--- config.mk ---
export PLATFORM = sky130hd
export DESIGN_NAME = sliding_palindrome_detector
export DESIGN_NICKNAME = d
export VERILOG_FILES = /design/src/sv/spd_pkg.sv /design/src/sv/spd_cell.sv /design/src/sv/spd_out_stage.sv /design/src/sv/sliding_palindrome_detector.sv
export VERILOG_INCLUDE_DIRS = /design/src /design/src/sv
export SDC_FILE = /design/constraint.sdc
export NUM_CORES = 1
export LEC_CHECK = 0
export BUFFER_PORTS_ARGS = -buffer_cell sky130_fd_sc_hd__buf_2
export CAP_MARGIN = 10
export CORE_MARGIN = 1.5
export CORE_UTILIZATION = 30
export CTS_CLUSTER_DIAMETER = 80
export DETAILED_ROUTE_END_ITERATION = 6
export PLACE_DENSITY = 0.43
export SLEW_MARGIN = 0
export SYNTH_ARGS = -nofsm -noshare
export SYNTH_HDL_FRONTEND = slang
export SYNTH_SLANG_ARGS = --single-unit
--- constraint.sdc ---
create_clock -name clock -period 10.8 [get_ports clock]
set_input_delay 1.08 -clock clock [delete_from_list [all_inputs] [get_ports clock]]
set_output_delay 1.08 -clock clock [all_outputs]
set_load 0.05 [all_outputs]
--- src/sv/sliding_palindrome_detector_assert.svh ---
// assertion macros for the sliding palindrome detector
// each use stands on a line of its own at the end of a module
`ifndef SLIDING_PALINDROME_DETECTOR_ASSERT_SVH
`define SLIDING_PALINDROME_DETECTOR_ASSERT_SVH

// same-cycle implication, checked outside reset
`define SPD_ASSERT_NOW(label, clk, rst, ante, cons) \
   label: assert property (@(posedge clk) disable iff (rst) (ante) |-> (cons)) \
      else $error("spd assertion failed");

// next-cycle implication, checked outside reset
`define SPD_ASSERT_NEXT(label, clk, rst, ante, cons) \
   label: assert property (@(posedge clk) disable iff (rst) (ante) |=> (cons)) \
      else $error("spd assertion failed");

`endif

--- src/sv/spd_pkg.sv ---
// ----------------------------------------------------------------------------
// spd_pkg
// Shared constants and types for the sliding palindrome detector.
// ----------------------------------------------------------------------------
`default_nettype none

package spd_pkg;

   // window store depth and position counter width
   localparam int MAX_WINDOW    = 32;
   localparam int POSITION_BITS = 48;

   // field widths
   localparam int SYM_BITS = 8;
   localparam int LEN_BITS = 6;
   localparam int IDX_BITS = $clog2(MAX_WINDOW);

   // window length after reset
   localparam logic [LEN_BITS-1:0] RESET_LEN = 6'd21;

   // broadcast from the input side to every cell
   typedef struct packed {
      logic                shift;
      logic [SYM_BITS-1:0] symbol;
      logic                nonzero;
   } cell_bcast_type;

   // load request into the result register
   typedef struct packed {
      logic load;
      logic hit;
   } out_load_type;

endpackage

`default_nettype wire

--- src/sv/spd_cell.sv ---
// ----------------------------------------------------------------------------
// spd_cell
// One cell of the window chain: holds one stored byte and the flag that the
// window ending at the newest symbol, reaching back to this cell, mirrors.
// ----------------------------------------------------------------------------
`default_nettype none

module spd_cell (
   input  wire                         clock,
   input  wire                         reset,
   input  wire spd_pkg::cell_bcast_type bcast,
   input  wire [spd_pkg::SYM_BITS-1:0] byte_prev,
   input  wire                         inner_match,
   output logic [spd_pkg::SYM_BITS-1:0] byte_q,
   output logic                        match_q,
   output logic                        match_next
);

   logic [spd_pkg::SYM_BITS-1:0] byte_ff;
   logic                         match_ff;
   logic                         match_in;

   // outer pair compares the new symbol with the byte about to move in,
   // the inner window comes from two cells down
   always_comb begin
      match_in = bcast.nonzero && (bcast.symbol == byte_prev) && inner_match;
   end

   // shift on every accepted transaction
   always_ff @(posedge clock) begin
      if (reset) begin
         byte_ff  <= '0;
         match_ff <= 1'b0;
      end else if (bcast.shift) begin
         byte_ff  <= byte_prev;
         match_ff <= match_in;
      end
   end

   assign byte_q     = byte_ff;
   assign match_q    = match_ff;
   assign match_next = match_in;

endmodule

`default_nettype wire

--- src/sv/spd_out_stage.sv ---
// ----------------------------------------------------------------------------
// spd_out_stage
// Result register: holds one start position until the consumer takes it.
// ----------------------------------------------------------------------------
`default_nettype none

module spd_out_stage (
   input  wire                              clock,
   input  wire                              reset,
   input  wire spd_pkg::out_load_type       ctrl,
   input  wire [spd_pkg::POSITION_BITS-1:0] load_data,
   input  wire                              rsp_tready,
   output logic                             rsp_tvalid,
   output logic [spd_pkg::POSITION_BITS-1:0] rsp_tdata,
   output logic                             space
);

   logic                              valid_ff;
   logic                              valid_in;
   logic [spd_pkg::POSITION_BITS-1:0] data_ff;

   // free when empty or being drained this cycle
   assign space = !valid_ff || rsp_tready;

   // next valid state
   always_comb begin
      if (ctrl.load) begin
         valid_in = ctrl.hit;
      end else if (rsp_tready) begin
         valid_in = 1'b0;
      end else begin
         valid_in = valid_ff;
      end
   end

   always_ff @(posedge clock) begin
      if (reset) begin
         valid_ff <= 1'b0;
      end else begin
         valid_ff <= valid_in;
      end
   end

   // payload, no reset needed
   always_ff @(posedge clock) begin
      if (ctrl.load && ctrl.hit) begin
         data_ff <= load_data;
      end
   end

   assign rsp_tvalid = valid_ff;
   assign rsp_tdata  = data_ff;

endmodule

`default_nettype wire

--- src/sv/sliding_palindrome_detector.sv ---
// ----------------------------------------------------------------------------
// sliding_palindrome_detector
// Scans a byte stream and reports the start position of every window of the
// configured length that reads the same both ways and holds no zero byte.
// ----------------------------------------------------------------------------
//   channel   direction  tdata / data                 handshake
//   req       in         [7:0] symbol                 req_tvalid/req_tready
//   rsp       out        [47:0] start_position        rsp_tvalid/rsp_tready
//   csr       in         [5:0] window_length          csr_wr_en, no wait
//
// One symbol per cycle unless stalled; its result shows in the cycle after.
// Each cell updates its mirror flag from the cell two places down, so the
// chain needs a single compare per cell and no wide loop.
// Reset clears the chain, the position counter and the result register.
// req_tready drops only while a result is held and rsp_tready is low.
// ----------------------------------------------------------------------------
`default_nettype none

module sliding_palindrome_detector (
   input  wire                              clock,
   input  wire                              reset,
   // fields from bit 0: symbol[7:0]
   input  wire [7:0]                        req_tdata,
   input  wire                              req_tvalid,
   output logic                             req_tready,
   // fields from bit 0: start_position[47:0]
   output logic [47:0]                      rsp_tdata,
   output logic                             rsp_tvalid,
   input  wire                              rsp_tready,
   input  wire                              csr_wr_en,
   input  wire [spd_pkg::LEN_BITS-1:0]      csr_wr_data
);

   logic [spd_pkg::LEN_BITS-1:0]      len_ff;
   logic [spd_pkg::POSITION_BITS-1:0] seen_ff;
   logic [spd_pkg::POSITION_BITS-1:0] seen_in;
   logic [spd_pkg::LEN_BITS-1:0]      len_eff;
   logic [spd_pkg::IDX_BITS-1:0]      sel_idx;
   logic [spd_pkg::POSITION_BITS-1:0] position;
   logic                              hit;
   logic                              accept;
   logic                              space;

   spd_pkg::cell_bcast_type           bcast;
   spd_pkg::out_load_type             out_ctrl;

   logic [spd_pkg::SYM_BITS-1:0]      cell_byte  [spd_pkg::MAX_WINDOW];
   logic                              cell_match [spd_pkg::MAX_WINDOW];
   logic [spd_pkg::MAX_WINDOW-1:0]    match_next;

   // window length register
   always_ff @(posedge clock) begin
      if (reset) begin
         len_ff <= spd_pkg::RESET_LEN;
      end else if (csr_wr_en) begin
         len_ff <= csr_wr_data;
      end
   end

   // input handshake
   assign req_tready = space;
   assign accept     = req_tvalid && space;

   // broadcast to the chain
   always_comb begin
      bcast.shift   = accept;
      bcast.symbol  = req_tdata;
      bcast.nonzero = (req_tdata != '0);
   end

   // chain of cells, cell k covers the window of length k+1
   for (genvar k = 0; k < spd_pkg::MAX_WINDOW; k++) begin : g_cell
      logic [spd_pkg::SYM_BITS-1:0] prev_byte;
      logic                         inner;

      if (k == 0) begin : g_first
         assign prev_byte = req_tdata;
      end else begin : g_rest
         assign prev_byte = cell_byte[k-1];
      end

      if (k < 2) begin : g_short
         assign inner = 1'b1;
      end else begin : g_long
         assign inner = cell_match[k-2];
      end

      spd_cell u_cell (
         .clock       (clock),
         .reset       (reset),
         .bcast       (bcast),
         .byte_prev   (prev_byte),
         .inner_match (inner),
         .byte_q      (cell_byte[k]),
         .match_q     (cell_match[k]),
         .match_next  (match_next[k])
      );
   end

   // clamp the length and pick the matching cell
   always_comb begin
      if (len_ff > spd_pkg::LEN_BITS'(spd_pkg::MAX_WINDOW)) begin
         len_eff = spd_pkg::LEN_BITS'(spd_pkg::MAX_WINDOW);
      end else begin
         len_eff = len_ff;
      end
      sel_idx  = spd_pkg::IDX_BITS'(len_eff - spd_pkg::LEN_BITS'(1));
      hit      = (len_eff != '0) && match_next[sel_idx];
      seen_in  = seen_ff + spd_pkg::POSITION_BITS'(1);
      position = seen_in - spd_pkg::POSITION_BITS'(len_eff);
   end

   // symbol counter, wraps at its width
   always_ff @(posedge clock) begin
      if (reset) begin
         seen_ff <= '0;
      end else if (accept) begin
         seen_ff <= seen_in;
      end
   end

   // result register
   always_comb begin
      out_ctrl.load = accept;
      out_ctrl.hit  = hit;
   end

   spd_out_stage u_out (
      .clock      (clock),
      .reset      (reset),
      .ctrl       (out_ctrl),
      .load_data  (position),
      .rsp_tready (rsp_tready),
      .rsp_tvalid (rsp_tvalid),
      .rsp_tdata  (rsp_tdata),
      .space      (space)
   );

   // checks
`include "sliding_palindrome_detector_assert.svh"

   `SPD_ASSERT_NOW(a_stall_blocks_input, clock, reset, rsp_tvalid && !rsp_tready, !req_tready)
   `SPD_ASSERT_NEXT(a_count_steps, clock, reset, accept, seen_ff == $past(seen_in))
   `SPD_ASSERT_NEXT(a_zero_no_result, clock, reset, accept && (req_tdata == '0), !rsp_tvalid)
   `SPD_ASSERT_NOW(a_first_cell_flag, clock, reset, 1'b1, cell_match[0] == (cell_byte[0] != '0))

endmodule

`default_nettype wire
Yosys cells after proc, flatten, opt, wreduce, memory -nomap -nowiden. Index checks and enable logic that the tools add are counted.

$add $sub $neg: 3. Multiply operators: 0. Divide/modulo/power cells: 0. Magnitude comparators: 2. Equal/unequal tests: 31. Shift operators: 0. Muxes and demuxes: 5. Bitwise operators: 0. Reduce and logical (&&, ||, !) cells: 69.

Operator list (number): $eq 8x8->1 (31); $logic_and 1x1->1 (64); $add 48x1->48 const B (1); $sub 48x6->48 (1); $reduce_bool 8->1 (1); $gt 6x6->1 const B (1); $lt 5x6->1 const B (1); $mux 6 (1); $reduce_bool 6->1 (1); $bmux 1 s5 (1); $sub 5x1->5 const B (1); $mux 1 (3); $reduce_bool 2->1 (1); $logic_not 1->1 (1); $logic_or 1x1->1 (1).

Bits in registers: 381. Bits in latches: 0. RAM bits: 0. Bits in read-only memories: 0. Bits of input ports: 19. Output and inout bits: 50. Logic and storage cells: 175. Memories kept: 0.

Depth between registers and ports, before layout. Gate-level depths: netlist (run 1).

Depth in word-level cells: 7. Depth in mapped cells: 14. Gate-level depth less buffers: 13.

By module. A second synthesis (run 1) with hierarchy kept.

Cells, all modules: 2138. Area total of the unflattened synthesis: 20410.8 um^2.

Modules (own cells, without submodules): spd_cell (times used 32, cells an instance 44, area each 429.2 um^2, sequential area each 180.2 um^2); sliding_palindrome_detector (times used 1, cells an instance 677, area each 5176.2 um^2, sequential area each 1081.0 um^2); spd_out_stage (times used 1, cells an instance 53, area each 1501.4 um^2, sequential area each 1461.4 um^2).

Worst setup path before layout (run 1). No wires, ideal clock.

Kind: input to register. Start point: in req_tdata[2]. End point: reg u_out.data_ff, in the netlist u_out.rsp_tdata[0] (enable). Setup time: 0.531 ns. Data arrival time: 7.355 ns. Data required time: 10.269 ns. Setup slack: 2.914 ns. Stages: 13. Path buffers: 4. Cell sequence: clkbuf_1 -> buf_1 -> buf_1 -> buf_2 -> xnor2_1 -> nand4_1 -> nor4_1 -> nand4_1 -> nand4_1 -> nand2_1 -> nor4_1 -> o21ai_0 -> a221oi_1.

Cells in the longest elaborated chain, start to end: 7. Elaborated cells between the ends (all ways): 97. Those cells by class: eq/ne (31); mux (2); reduce/logical (64).

Ends and longest elaborated chain: start, declared (line sliding_palindrome_detector.sv:23) `input wire [7:0] req_tdata,`; $eq 8x8->1 or $reduce_bool 8->1 (tied branches) (line spd_cell.sv:26, sliding_palindrome_detector.sv:68); $logic_and 1x1->1 (2 in a row) (line spd_cell.sv:26) `match_in = bcast.nonzero && (bcast.symbol == byte_prev) && inner_match;`; $bmux 1 s5 (*) (line sliding_palindrome_detector.sv:108) `hit = (len_eff != '0) && match_next[sel_idx];`; $mux 1 (not written as such) (*) (line sliding_palindrome_detector.sv:108); $logic_and 1x1->1 (*) (line sliding_palindrome_detector.sv:108); $logic_and 1x1->1 (*) (line spd_out_stage.sv:46) `if (ctrl.load && ctrl.hit) begin`; end signal, assigned (line spd_out_stage.sv:47) `data_ff <= load_data;`; end, declared (line spd_out_stage.sv:20) `logic [spd_pkg::POSITION_BITS-1:0] data_ff;`.

Mark *: on every way between the ends. The rest lies on a longest branch, timed or not. The select of a mux whose other input is x is not followed. A chain may end at the register's enable or synchronous reset.

Final worst setup path (run 1).
Start point: reg seen_ff[0] (netlist name). End point: reg u_out.data_ff, in the netlist u_out.rsp_tdata[37], data pin.

Cells in the longest elaborated chain, start to end: 2.

Ends and longest elaborated chain: start, declared (line sliding_palindrome_detector.sv:35) `logic [spd_pkg::POSITION_BITS-1:0] seen_ff;`; start signal, assigned (line sliding_palindrome_detector.sv:118) `seen_ff <= seen_in;`; $add 48x1->48 (line sliding_palindrome_detector.sv:109) `seen_in = seen_ff + spd_pkg::POSITION_BITS'(1);`; net seen_in (one bit) (line sliding_palindrome_detector.sv:36) `logic [spd_pkg::POSITION_BITS-1:0] seen_in;`; $sub 48x6->48 (line sliding_palindrome_detector.sv:110) `position = seen_in - spd_pkg::POSITION_BITS'(len_eff);`; net position (one bit) (line sliding_palindrome_detector.sv:39) `logic [spd_pkg::POSITION_BITS-1:0] position;`.

The timed path passes the listed nets, and every way through them passes these cells.

==> Implementation_results.wiki, run 1 <==
{| class="wikitable"
! Metric !! Value
|-
| Critical R2R Launch || seen_ff[0]
|-
| Most common library cell in the layout ignoring fill and taps || sky130_fd_sc_hd__nand2_1
|-
| First-iteration detailed-routing DRC count || 874
|-
| Clock H-tree levels || 2
|-
| Max_slew headroom || 0.185
|-
| Cts repair resizes || 0
|-
| Post-route DRC || 0
|-
| Outcome || completed
|-
| Number of synthesized flops with an enable pin || 48
|-
| Total Nets Final || 2,332
|-
| CTS tree || done
|-
| Hold Buf Count CTS || 0
|-
| Sum of net half-perimeters after detailed placement || roughly 33,000 µm
|-
| Worst min-delay path category || flop to flop
|-
| GRT Residual Overflow || 0
|-
| Max stage delay cell, worst path || sky130_fd_sc_hd__nor4_1
|-
| Commonest cells after routing, fill and taps aside || sky130_fd_sc_hd__nand2_1 (599), sky130_fd_sc_hd__dfxtp_1 (333), sky130_fd_sc_hd__a21oi_1 (315), sky130_fd_sc_hd__xnor2_1 (210), sky130_fd_sc_hd__xor2_1 (151)
|-
| Average footprint of a synthesized cell || ~8.1 µm²
|-
| Total chip power || 3.43 mW
|-
| Full die area || 64,400 µm²
|-
| Die height || 254 µm
|-
| Worst setup path endpoint || u_out.rsp_tdata[37]
|-
| Depth of the critical timing path with buffers and inverters included || 12
|-
| Clock root buffer || sky130_fd_sc_hd__clkbuf_16
|-
| Count of state elements after synthesis || 381
|-
| Clock net sink count || 381
|-
| Per-cell routed wire length || about 16 µm
|-
| Core box area || slightly above 60,000 µm²
|-
| Clock latency on the worst-skew pair || 0.59 ns
|-
| Antenna violations before repair || 0
|-
| Start point of the critical path || seen_ff[0]
|-
| Library cells used by synthesis || 58
|-
| Overall via count from detail_route || 15,300
|-
| Detailed-route vias per instance || roughly 4.8
|-
| Length of the first detailed-routing pass in iterations || 5
|-
| Clock-pin transition on the worst setup and hold timing paths || 0.06 ns
|-
| Layout cells sized above 1 || 0.0761
|-
| Post-synthesis instance total || 2,339
|-
| Number of warnings reported in the yosys synthesis log || 0
|-
| Pin count of the biggest net entering global routing || 211
|-
| Max-capacitance violation count || 0
|-
| Type of the setup path with the least slack || flop to flop
|-
| Number of buffers added on ports || 68
|-
| Static Leakage || just under 7 nW
|-
| Worst setup EP type || flop
|-
| Final total negative setup slack || 0 ns
|-
| Final Critical Period || 4.99 ns
|-
| Path depth of the worst reg2reg path || 12
|-
| Post-route ant nets || 0
|-
| Total number of placement rows || 91
|-
| GRT Util Overall || 0.162
|-
| Ys flop type || sky130_fd_sc_hd__dfxtp_1
|-
| Effective utilization at floorplan || 0.304
|-
| Maximum buffer depth of the clock tree || 3
|-
| FFs w/ async S/R, synth || 0
|-
| VDD IR-drop max || 0.114 mV
|-
| Required time reported for the critical path endpoint || 11.12 ns
|-
| Area growth syn-to-layout || 13.3%
|-
| Family with the most delay on the worst path || simple AND/OR/NAND/NOR gates
|-
| Startpoint class of the critical path || flop
|-
| Number of fill cells in the layout || 6,621
|-
| Synthesized net count || 2,368
|-
| RD Place Congestion || a little over 0.8
|-
| Final worst-path cycle share || 0.462
|-
| I/O pin count || 69
|-
| Aggregate routed wire length || approximately 52,000 µm
|-
| Measured slew at the worst slew-check pin || 1.22 ns
|-
| TritonCTS buffer count || 47
|-
| First-pass GRT wire length || 83,200 µm
|-
| Worst reg2reg path endpoint || u_out.rsp_tdata[37]
|-
| Vias in the first global route || 15,000
|-
| Die span in x || 254 µm
|-
| Crit Path Max Fanout || 16
|-
| Post-CTS repair timing setup buffer count || 0
|-
| Hold violation total from the final report || 0
|-
| Pwr dens || 161 nW/µm²
|-
| Data arrival time of the critical path || 5.31 ns
|-
| Fraction of the yosys area taken by sequential cells || 0.430
|-
| Ordered cell list for the critical path || ha_1 > nand3_2 > xnor2_1 > ha_1 > o2111ai_1 > a21boi_0 > nor4_1 > nand2_1 > or3_1 > nor4b_4 > mux2i_1 > xnor2_1
|-
| Unrepaired setup endpoints after global routing || false
|-
| Setup slack of the worst register-to-register path || 5.81 ns
|-
| Crit path buf inv count || 0
|-
| Post-Syn Area || around 19,000 µm²
|-
| Worst path max stage delay || 0.77 ns
|-
| Setup Skew || between 0.015 and 0.02 ns
|-
| Max-slew violation count || 0
|-
| Antenna diode count || 0
|-
| Peak clock frequency supported by timing || 0.200 GHz
|-
| Final setup violation count || 0
|}
synth_stat cells, drive strengths merged (3+ instances only):
cell type | count | area share
nand2 | 600 | 0.12
dfxtp | 333 | 0.35
a21oi | 315 | 0.084
xnor2 | 211 | 0.098
xor2 | 151 | 0.070
clkbuf | 141 | 0.028
nor2 | 87 | 0.017
nand3 | 77 | 0.021
nor4 | 58 | 0.020
nand4 | 54 | 0.018
edfxtp | 48 | 0.076
or3 | 33 | 0.011
buf | 32 | 0.0070
nor3 | 30 | 0.0080
o21ai | 25 | 0.0066
and3 | 14 | 0.0046
and2 | 12 | 0.0040
inv | 12 | 0.0024
and4 | 11 | 0.0051
mux2i | 11 | 0.0058
nor2b | 10 | 0.0033
ha | 9 | 0.0060
a211o | 5 | 0.0023
or4 | 5 | 0.0020
a21o | 4 | 0.0016
a22oi | 4 | 0.0016
a31oi | 4 | 0.0013
nand3b | 4 | 0.0016
o21a | 4 | 0.0016
a211oi | 3 | 0.0015
nand4b | 3 | 0.0022
o31ai | 3 | 0.0012
or2 | 3 | 0.0010
state kept, by name, indices dropped and copies added (netlist names):
register	count
g_cell.u_cell.byte_q	248
seen_ff	48
u_out.rsp_tdata	48
g_cell.u_cell.match_q	30
len_ff	6
u_out.rsp_tvalid	1
layer usage:
| metal | global-route usage | wire, µm | part of all wire | vias to the layer above |
|---|---|---|---|---|
| met5 | 0 | 0 | 0 | - |
| met4 | 0.0413 | 932 | 0.018 | 0 |
| met3 | 0.0248 | 1980 | 0.038 | 66 |
| met2 | 0.274 | 24300 | 0.47 | 217 |
| met1 | 0.215 | 24900 | 0.48 | 7260 |
| li1 | - | - | - | 7803 |
worst min path at each step:
stage	from	end	depth (start not counted)	slack, ns
after global routing	g_cell[17].u_cell.match_q	g_cell[17].u_cell.match_q	2	0.48
after detailed placement	g_cell[17].u_cell.match_q	g_cell[17].u_cell.match_q	2	0.45
after global placement	g_cell[19].u_cell.match_q	g_cell[19].u_cell.match_q	2	0.44
final	g_cell[17].u_cell.match_q	g_cell[17].u_cell.match_q	2	0.45
after CTS	g_cell[17].u_cell.match_q	g_cell[17].u_cell.match_q	2	0.45
after floorplan	g_cell[17].u_cell.match_q	g_cell[17].u_cell.match_q	2	0.43
where the power goes:
group	internal (mW)	switching, mW
clock	0.958	0.636
combinational	0.0882	0.271
sequential	1.47	0.0119
total	2.52	0.918
worst register-to-register path, delay by kind of cell, from the launching register on:
family,cells,cell delay (ns)
flip-flops,1,0.45
adder cells (fa/ha/maj),2,0.57
AND/OR/NAND/NOR,5,2.61
multiplexers,1,0.30
AO/OA/AOI/OAI,2,0.40
XOR/XNOR,2,0.40
metrics by stage:
step	instance area [µm²]	hold WS (ns)	instances	utilization	setup WS, ns
floorplan	18900	0.432	2339	-	2.91
global placement	19800	0.441	3091	0.319	5.47
detailed placement	19800	0.447	3091	0.319	5.29
CTS	21400	0.453	3176	0.345	5.81
global route	21400	0.476	3176	0.345	5.46
finish	21400	0.452	3176	0.345	5.81
area by class of cell:
| type | count | area [µm²] | share of cell area |
|---|---|---|---|
| Timing Repair Buffer | 88 | 513 | 0.0240 |
| Sequential cell | 381 | 8110 | 0.380 |
| Inverter | 13 | 48.8 | 0.00228 |
| Clock buffer | 73 | 1470 | 0.0688 |
| Multi-Input combinational cell | 1772 | 10100 | 0.471 |
| Tap cell | 837 | 1050 | 0.0490 |
| Clock inverter | 12 | 104 | 0.00486 |
cells by family (layout without fill, tap and decap cells):
logic type | count (synthesis) | after routing | share of synthesized area
flip-flops | 381 | 381 | 0.430
buffers and inverters | 186 | 186 | 0.0378
AO/OA/AOI/OAI | 380 | 380 | 0.107
AND/OR/NAND/NOR | 1006 | 1006 | 0.241
XOR/XNOR | 362 | 362 | 0.168
multiplexers | 14 | 14 | 0.00823
adder cells (fa/ha/maj) | 10 | 10 | 0.00704
Note: power is estimated with default switching activity, not from simulation.
==> run 2: changes to the inputs <==
--- a/config.mk
+++ b/config.mk
@@ -6,13 +6,14 @@
 export SDC_FILE = /design/constraint.sdc
 export NUM_CORES = 1
 export LEC_CHECK = 0
+export ABC_AREA = 1
 export BUFFER_PORTS_ARGS = -buffer_cell sky130_fd_sc_hd__buf_2
 export CAP_MARGIN = 10
 export CORE_MARGIN = 1.5
 export CORE_UTILIZATION = 30
 export CTS_CLUSTER_DIAMETER = 80
 export DETAILED_ROUTE_END_ITERATION = 6
-export PLACE_DENSITY = 0.43
+export PLACE_DENSITY = 0.42
 export SLEW_MARGIN = 0
 export SYNTH_ARGS = -nofsm -noshare
 export SYNTH_HDL_FRONTEND = slang
==> constraint.sdc (replaced) <==
create_clock -name clock -period 5.1 [get_ports clock]
set_input_delay 0.51 -clock clock [delete_from_list [all_inputs] [get_ports clock]]
set_output_delay 0.51 -clock clock [all_outputs]
set_load 0.05 [all_outputs]
==> run 2 against run 1 <==
Net effect:
- sequential share of layout area down 2.2 points
- clock skew grew 0.0033 ns
- largest power group unchanged
- fmax rose by 37%
- highest routed layer is now met5
- die area grew 5.5%
- cell area increased by 6.2%
- power rose to 2.6 times the previous value
- core utilization barely moved
==> Implementation_results.wiki, run 2 <==
{| class="wikitable"
! Metric !! Value
|-
| Outcome || completed
|-
| Fraction of met1 tracks used by global routing || 0.241 (+0.0265)
|-
| GRT Util Overall || 0.190 (+0.0274)
|-
| FFs w/ async S/R, synth || 0 (unchanged)
|-
| Clock net sink count || 381 (unchanged)
|-
| Path depth of the worst reg2reg path || 14 (+2)
|-
| Detailed-route vias per instance || 4.84 (+0.14%)
|-
| TritonCTS buffer count || 48 (+2.1%)
|-
| Area growth syn-to-layout || 14.0%
|-
| Die height || 261 µm (+2.7%)
|-
| I/O pin count || 69 (unchanged)
|-
| Length of the first detailed-routing pass in iterations || 5 (unchanged)
|-
| Final standard cell count with taps included and fillers excluded || 3,778 (+19%)
|-
| Max-slew violation count || 0 (unchanged)
|-
| Clock latency on the worst-skew pair || 0.61 ns (+0.02 ns)
|-
| Post-route ant nets || 0 (unchanged)
|-
| Final total negative setup slack || 0 ns (unchanged)
|-
| Final setup violation count || 0 (unchanged)
|-
| Worst hold start || csr_wr_data[4]
|-
| Internal power of the cells || 6.02 mW (+140%)
|-
| Synth area leader || sky130_fd_sc_hd__dfxtp_1
|-
| Unrepaired setup endpoints after global routing || false
|-
| Data arrival time of the critical path || 3.89 ns (-1.42 ns)
|-
| Max_slew headroom || 0.324 (+0.139)
|-
| Number of buffers added on ports || 68 (unchanged)
|-
| Aggregate routed wire length || 64,500 µm (+24%)
|-
| Worst min-delay path category || input pin to flop
|-
| Measured slew at the worst slew-check pin || 1.01 ns (-0.209 ns)
|-
| Crit Path Max Fanout || 37 (+21)
|-
| CTS tree || done
|-
| Most numerous cell types in the synthesized netlist || sky130_fd_sc_hd__nand2_1 (608), sky130_fd_sc_hd__nor2_1 (358), sky130_fd_sc_hd__dfxtp_1 (333)
|-
| VDD IR-drop max || 0.222 mV (+95%)
|-
| GRT Residual Overflow || 0 (unchanged)
|-
| Number of warnings reported in the yosys synthesis log || 0 (unchanged)
|-
| Hold violation total from the final report || 0 (unchanged)
|-
| Critical R2R Launch || len_ff[5]
|-
| Required time reported for the critical path endpoint || 5.35 ns (-5.77 ns)
|-
| Sequential group share of total power || 0.402 (-0.030)
|-
| Post-CTS repair timing setup buffer count || 0 (unchanged)
|-
| Switching Share || 0.322 (+0.0544)
|-
| Vias in the first global route || 17,800 (+19%)
|-
| Most common library cell in the layout ignoring fill and taps || sky130_fd_sc_hd__nand2_1
|-
| Share of power burned in combinational logic || 0.192 (+0.087)
|-
| Startpoint class of the critical path || flop
|-
| Antenna violations before repair || 1 (+1)
|-
| Post-synthesis instance total || 2,890 (+24%)
|-
| Overall via count from detail_route || 18,300 (+19%)
|-
| Start point of the critical path || len_ff[5]
|-
| Number of synthesized flops with an enable pin || 48 (unchanged)
|-
| Met3 Resource Use GR || 0.0206 (-0.00420)
|-
| First-iteration detailed-routing DRC count || 1,055 (+21%)
|-
| Library cells used by synthesis || 41 (-29%)
|-
| Number of fill cells in the layout || 7,091 (+7.1%)
|-
| Setup Skew || 0.0208 ns (+0.00327 ns)
|-
| Maximum buffer depth of the clock tree || 3 (unchanged)
|-
| Final Critical Period || 3.65 ns (-1.35 ns)
|-
| Effective utilization at floorplan || 0.303 (-0.00173)
|-
| Met2 Resource Use GR || 0.326 (+0.0514)
|-
| Total chip power || 8.88 mW (+160%)
|-
| Sequential cell area in the final layout || 8110 µm² (unchanged)
|-
| Post-Syn Area || 19,900 µm² (+5.5%)
|-
| Commonest cells after routing, fill and taps aside || sky130_fd_sc_hd__nand2_1 (607), sky130_fd_sc_hd__nor2_1 (356), sky130_fd_sc_hd__dfxtp_1 (333), sky130_fd_sc_hd__o21ai_0 (325), sky130_fd_sc_hd__inv_1 (300)
|-
| Antenna diode count || 0 (unchanged)
|-
| Static Leakage || 9.57 nW (+38%)
|-
| Per-cell routed wire length || 17.1 µm (+4.1%)
|-
| Post-route DRC || 0 (unchanged)
|-
| Worst setup EP type || flop
|-
| Clock-pin transition on the worst setup and hold timing paths || 0.06 ns (about the same)
|-
| Clock power share || 0.406 (-0.058)
|-
| Synthesized net count || 2,919 (+23%)
|-
| Cts repair resizes || 0 (unchanged)
|-
| Total number of placement rows || 94 (+3.3%)
|-
| Total Nets Final || 2,905 (+25%)
|-
| Peak clock frequency supported by timing || 0.274 GHz (+37%)
|-
| Busiest layer in global routing || met2
|-
| Most repeated cell in the gate-level netlist after synthesis || sky130_fd_sc_hd__nand2_1
|-
| Fraction of the yosys area taken by sequential cells || 0.407 (-0.0226)
|-
| Final worst-path cycle share || 0.715 (+0.253)
|-
| Average footprint of a synthesized cell || 6.88 µm² (-15%)
|-
| RD Place Congestion || 0.951 (+18%)
|-
| Layout cells sized above 1 || 0.0848 (+0.00866)
|-
| Hold Buf Count CTS || 0 (unchanged)
|-
| Worst hold path stage count || 3 (+1)
|-
| Max FFs per register || 248 (unchanged)
|-
| Sw power || 2.86 mW (+210%)
|-
| First-pass GRT wire length || 101,000 µm (+21%)
|-
| Pin count of the biggest net entering global routing || 228 (+8.1%)
|-
| Total area of multi-input combinational cells || 10,000 µm² (-0.45%)
|-
| Type of the setup path with the least slack || flop to flop
|-
| Max-capacitance violation count || 0 (unchanged)
|-
| Clock H-tree levels || 2 (unchanged)
|-
| Ys flop type || sky130_fd_sc_hd__dfxtp_1
|-
| Top cells by area, synth || sky130_fd_sc_hd__dfxtp_1 (34%), sky130_fd_sc_hd__nand2_1 (11%), sky130_fd_sc_hd__o21ai_0 (8.2%)
|-
| Sum of net half-perimeters after detailed placement || 43,000 µm (+32%)
|-
| Full die area || 67,900 µm² (+5.5%)
|-
| Die span in x || 261 µm (+2.7%)
|-
| Count of placed standard cells including taps || 3,690 (+19%)
|-
| Core box area || 65,700 µm² (+6.1%)
|-
| Pwr dens || 392 nW/µm² (+140%)
|-
| Area share of the largest cell type after synthesis || 0.335 (-0.0186)
|-
| Clock root buffer || sky130_fd_sc_hd__clkbuf_16
|-
| Count of state elements after synthesis || 381 (unchanged)
|}
==> run 2: cell count changes in the layout (fill, tap and decap cells not counted), sizes merged, moves of 15 or more <==
cell,previous run,this run
or3,33,0
xnor2,211,60
a211oi,3,18
nor4,58,0
nand3,77,138
xor2,151,76
inv,13,312
nor2,87,378
nand2,600,619
o21ai,25,327
a21oi,315,292
==> run 2: final cells by class <==
class,instances,area share
multi-input cells,2034,0.442
flip-flops and latches,381,0.358
clock buffers,65,0.0598
inverters,311,0.0519
well taps,864,0.0477
repair buffers,100,0.0278
clock inverters,23,0.0134
==> run 2: cells by family after synthesis <==
logic type / count (synthesis) / synth area share
fa+ha+maj: 10 / 0.00667
simple gates: 1233 / 0.265
flops: 381 / 0.407
compound gates: 655 / 0.169
buf+inv: 475 / 0.0897
xor+xnor: 136 / 0.0623
==> run 2: through the flow <==
stage | area [µm²] | hold slack, ns | utilization | worst slack (ns)
2_1_floorplan | 19900 | 0.429 | - | 0.638
3_3_place_gp | 21000 | 0.455 | 0.320 | 1.16
3_5_place_dp | 21000 | 0.458 | 0.320 | 1.09
4_1_cts | 22700 | 0.107 | 0.345 | 1.37
5_1_grt | 22700 | 0.161 | 0.345 | 1.15
6_report | 22700 | 0.136 | 0.345 | 1.45
==> run 2: power by group through the flow <==
stage                     Clock, mW  Sequential, mW  Combinational (mW)
after detailed placement          0            3.63                1.72
after CTS                      3.71            3.57                1.73
after floorplan                   0            3.79                1.04
final                          3.61            3.57                1.71
after global routing           3.81            3.60                1.92
after global placement            0            3.63                1.71
==> run 2: final timing paths <==
kind	slack (ns)	to
worst max-delay path	1.45	u_out.rsp_tdata[40]
worst min-delay path	0.14	len_ff[4]
worst max register to register	1.45	u_out.rsp_tdata[40]
worst min register to register	0.47	g_cell[15].u_cell.match_q
==> run 2: worst max-delay path: stages (launching register included) <==
cell	delay [ns]
sky130_fd_sc_hd__dfxtp_1	0.34
sky130_fd_sc_hd__clkinv_1	0.22
sky130_fd_sc_hd__nand2_1	0.18
sky130_fd_sc_hd__buf_4	0.32
sky130_fd_sc_hd__ha_1	0.25
sky130_fd_sc_hd__xor2_1	0.08
sky130_fd_sc_hd__buf_4	0.20
sky130_fd_sc_hd__inv_1	0.25
sky130_fd_sc_hd__nand3_1	0.14
sky130_fd_sc_hd__nand3_1	0.11
sky130_fd_sc_hd__nand2_1	0.08
sky130_fd_sc_hd__nand2_1	0.08
sky130_fd_sc_hd__nand2_1	0.15
sky130_fd_sc_hd__nor2_4	0.37
sky130_fd_sc_hd__buf_4	0.47
==> run 2: per-layer routing <==
metal | vias up | part of all wire | routed length [µm]
met2 | 383 | 0.48 | 30700
met4 | 2 | 0.037 | 2420
met3 | 128 | 0.035 | 2260
li1 | 9291 | - | -
met5 | - | 0.00025 | 16
met1 | 8476 | 0.45 | 29200
==> run 3: changes to the inputs <==
--- a/config.mk
+++ b/config.mk
@@ -13,7 +13,7 @@
 export CORE_UTILIZATION = 30
 export CTS_CLUSTER_DIAMETER = 80
 export DETAILED_ROUTE_END_ITERATION = 6
-export PLACE_DENSITY = 0.42
+export PLACE_DENSITY = 0.44
 export SLEW_MARGIN = 0
 export SYNTH_ARGS = -nofsm -noshare
 export SYNTH_HDL_FRONTEND = slang
==> constraint.sdc (replaced) <==
create_clock -name clock -period 3.25 [get_ports clock]
set_input_delay 0.325 -clock clock [delete_from_list [all_inputs] [get_ports clock]]
set_output_delay 0.325 -clock clock [all_outputs]
set_load 0.05 [all_outputs]
==> run 3 against run 2 <==
Net effect:
- cell count is 1.6% higher
- power is 55% higher
- count of clock-buffer cells in the layout is 2 higher
- worst hold slack worse by 0.078 ns
- sequential share of layout area is 0.90 points lower
- clock skew is 0.0040 ns higher
- fmax is 22% higher
- via count is 1.1% higher
- worst setup slack worse by 1.2 ns
- combinational power is 66% higher
- critical path depth is 2 lower
- critical path type unchanged
- largest cell class unchanged
- largest power group is now sequential cells
- highest routed layer is now met4
==> Implementation_results.wiki, run 3 (synthesis gave the netlist of run 2 again) <==
{| class="wikitable"
! Metric !! Value
|-
| Outcome || completed
|-
| GRT Residual Overflow || 0 (unchanged)
|-
| Core box area || 65,700 µm² (unchanged)
|-
| Total chip power || 13.8 mW (+55%)
|-
| I/O pin count || 69 (unchanged)
|-
| Unrepaired setup endpoints after global routing || true
|-
| Length of the first detailed-routing pass in iterations || 5 (unchanged)
|-
| Path depth of the worst reg2reg path || 12 (-2)
|-
| Overall via count from detail_route || 18,500 (+1.1%)
|-
| Setup WS post-layout || 0.251 ns (-1.20 ns)
|-
| Die span in x || 261 µm (unchanged)
|-
| Worst hold start || csr_wr_en
|-
| Clock root buffer || sky130_fd_sc_hd__clkbuf_16
|-
| Required time reported for the critical path endpoint || 3.55 ns (-1.80 ns)
|-
| Max-capacitance violation count || 0 (unchanged)
|-
| Antenna diode count || 0 (unchanged)
|-
| First-pass GRT wire length || 102,000 µm (+1.2%)
|-
| Per-cell routed wire length || 16.9 µm (-1.1%)
|-
| Routed met3 length || 2020 µm (-11%)
|-
| Final Critical Period || 3.00 ns (-0.648 ns)
|-
| Worst reg2reg path endpoint || u_out.rsp_tdata[40]
|-
| Layout cells sized above 1 || 0.103 (+0.0178)
|-
| Vias in the first global route || 18,100 (+2.0%)
|-
| Startpoint class of the critical path || flop
|-
| Setup Skew || 0.0248 ns (+0.00395 ns)
|-
| Area growth syn-to-layout || 16.9%
|-
| Clock latency on the worst-skew pair || 0.60 ns (about the same)
|-
| Antenna violations before repair || 0 (-1)
|-
| Total Nets Final || 2,968 (+2.2%)
|-
| Clock H-tree levels || 2 (unchanged)
|-
| Max_slew headroom || 0.448 (+0.123)
|-
| Max FFs per register || 248 (unchanged)
|-
| Critical R2R Launch || len_ff[5]
|-
| Detailed-route vias per instance || 4.81 (-0.56%)
|-
| Post-route ant nets || 0 (unchanged)
|-
| Data arrival time of the critical path || 3.30 ns (-0.59 ns)
|-
| Aggregate routed wire length || 64,800 µm (+0.45%)
|-
| Die height || 261 µm (unchanged)
|-
| Maximum buffer depth of the clock tree || 3 (unchanged)
|-
| Pwr dens || 593 nW/µm² (+51%)
|-
| Met1 Routed Length || 29,800 µm (+2.3%)
|-
| Commonest cells after routing, fill and taps aside || sky130_fd_sc_hd__nand2_1 (607), sky130_fd_sc_hd__nor2_1 (355), sky130_fd_sc_hd__dfxtp_1 (333), sky130_fd_sc_hd__o21ai_0 (323), sky130_fd_sc_hd__inv_1 (300)
|-
| Worst setup EP type || flop
|-
| Most common library cell in the layout ignoring fill and taps || sky130_fd_sc_hd__nand2_1
|-
| Effective utilization at floorplan || 0.303 (unchanged)
|-
| Tightest hold margin || 0.0580 ns (-0.0782 ns)
|-
| Static Leakage || 9.90 nW (+3.5%)
|-
| Worst hold path stage count || 3 (unchanged)
|-
| Sum of net half-perimeters after detailed placement || 44,500 µm (+3.6%)
|-
| Final standard cell count with taps included and fillers excluded || 3,839 (+1.6%)
|-
| Pin count of the biggest net entering global routing || 175 (-23%)
|-
| VDD IR-drop max || 0.358 mV (+61%)
|-
| Number of fill cells in the layout || 7,098 (+0.099%)
|-
| Number of buffers added on ports || 68 (unchanged)
|-
| Setup slack of the worst register-to-register path || 0.25 ns (-1.20 ns)
|-
| TritonCTS buffer count || 48 (unchanged)
|-
| Measured slew at the worst slew-check pin || 0.829 ns (-0.185 ns)
|-
| Max-slew violation count || 0 (unchanged)
|-
| First-iteration detailed-routing DRC count || 1,073 (+1.7%)
|-
| Hold-critical path endpoint || len_ff[0]
|-
| Pre-CTS worst setup slack || 0.126 ns (-0.968 ns)
|-
| GRT Util Overall || 0.191 (+0.00157)
|-
| Worst min-delay path category || input pin to flop
|-
| Hold violation total from the final report || 0 (unchanged)
|-
| RD Place Congestion || 0.939 (-1.3%)
|-
| Clock net sink count || 381 (unchanged)
|-
| Count of placed standard cells including taps || 3,745 (+1.5%)
|-
| Routed wl met2 || 31,200 µm (+1.8%)
|-
| Full die area || 67,900 µm² (unchanged)
|-
| CTS tree || done
|-
| Type of the setup path with the least slack || flop to flop
|-
| Total number of placement rows || 94 (unchanged)
|-
| Post-route DRC || 0 (unchanged)
|-
| Clock-pin transition on the worst setup and hold timing paths || 0.06 ns (about the same)
|-
| Crit Path Max Fanout || 23 (-38%)
|-
| Final worst-path cycle share || 0.923 (+0.208)
|-
| Final setup violation count || 0 (unchanged)
|-
| Max Used Layer || met4
|-
| Peak clock frequency supported by timing || 0.333 GHz (+22%)
|}
run 3: where the power goes:
part           internal [mW]  leakage, nW  switching, mW
sequential              5.28         3.21          0.313
combinational          0.874         5.90           1.97
clock                   3.17        0.788           2.19
total                   9.32         9.90           4.47
run 3: repair_timing:
action                                  4_1_cts  5_1_grt
setup buffers                                 0        2
endpoints found under the setup margin        0        8
resized for setup                             0        6
endpoints found under the hold margin         5        0
hold buffers                                  6        0
run 3: worst max-delay path: stages (launching register included):
cell and delay (ns):
sky130_fd_sc_hd__dfxtp_1 0.31, sky130_fd_sc_hd__clkinv_1 0.12, sky130_fd_sc_hd__nand2_1 0.17, sky130_fd_sc_hd__ha_1 0.40, sky130_fd_sc_hd__inv_1 0.33, sky130_fd_sc_hd__nand3_1 0.20
sky130_fd_sc_hd__nand3_1 0.12, sky130_fd_sc_hd__nand3_1 0.14, sky130_fd_sc_hd__nand2_1 0.10, sky130_fd_sc_hd__nand2_1 0.09, sky130_fd_sc_hd__nand2_1 0.17, sky130_fd_sc_hd__nor2_4 0.31
sky130_fd_sc_hd__buf_12 0.22
run 3: final cells by class:
class,instances,area [µm²],area share
flip-flops and latches,381,8110,0.348
multi-input cells,2034,10000,0.432
repair buffers,163,1280,0.0551
well taps,864,1080,0.0465
inverters,311,1180,0.0506
clock inverters,19,171,0.00737
clock buffers,67,1400,0.0603
run 3: routing by layer:
metal,track usage,vias to the layer above
met5,0,-
met3,0.0209,101
li1,-,9409
met4,0.0602,0
met2,0.333,329
met1,0.247,8633
run 3: worst max path at each step:
stage / from / endpoint / slack, ns / cells after the start
detailed placement: req_tdata[1] / u_out.rsp_tdata[46] / 0.13 / 17
global route: seen_ff[0] / u_out.rsp_tdata[41] / -0.003 / 16
CTS: seen_ff[0] / u_out.rsp_tdata[33] / 0.18 / 14
floorplan: len_ff[5] / u_out.rsp_tdata[0] / 0.12 / 13
global placement: req_tdata[1] / u_out.rsp_tdata[46] / 0.11 / 17
finish: len_ff[5] / u_out.rsp_tdata[40] / 0.25 / 12
run 3: stage by stage:
step	setup TNS, ns	util	cell area, µm²
6_report	0	0.354	23300
3_3_place_gp	0	0.328	21600
3_5_place_dp	0	0.328	21600
4_1_cts	0	0.353	23200
5_1_grt	-0.00298	0.354	23300
2_1_floorplan	0	-	19900
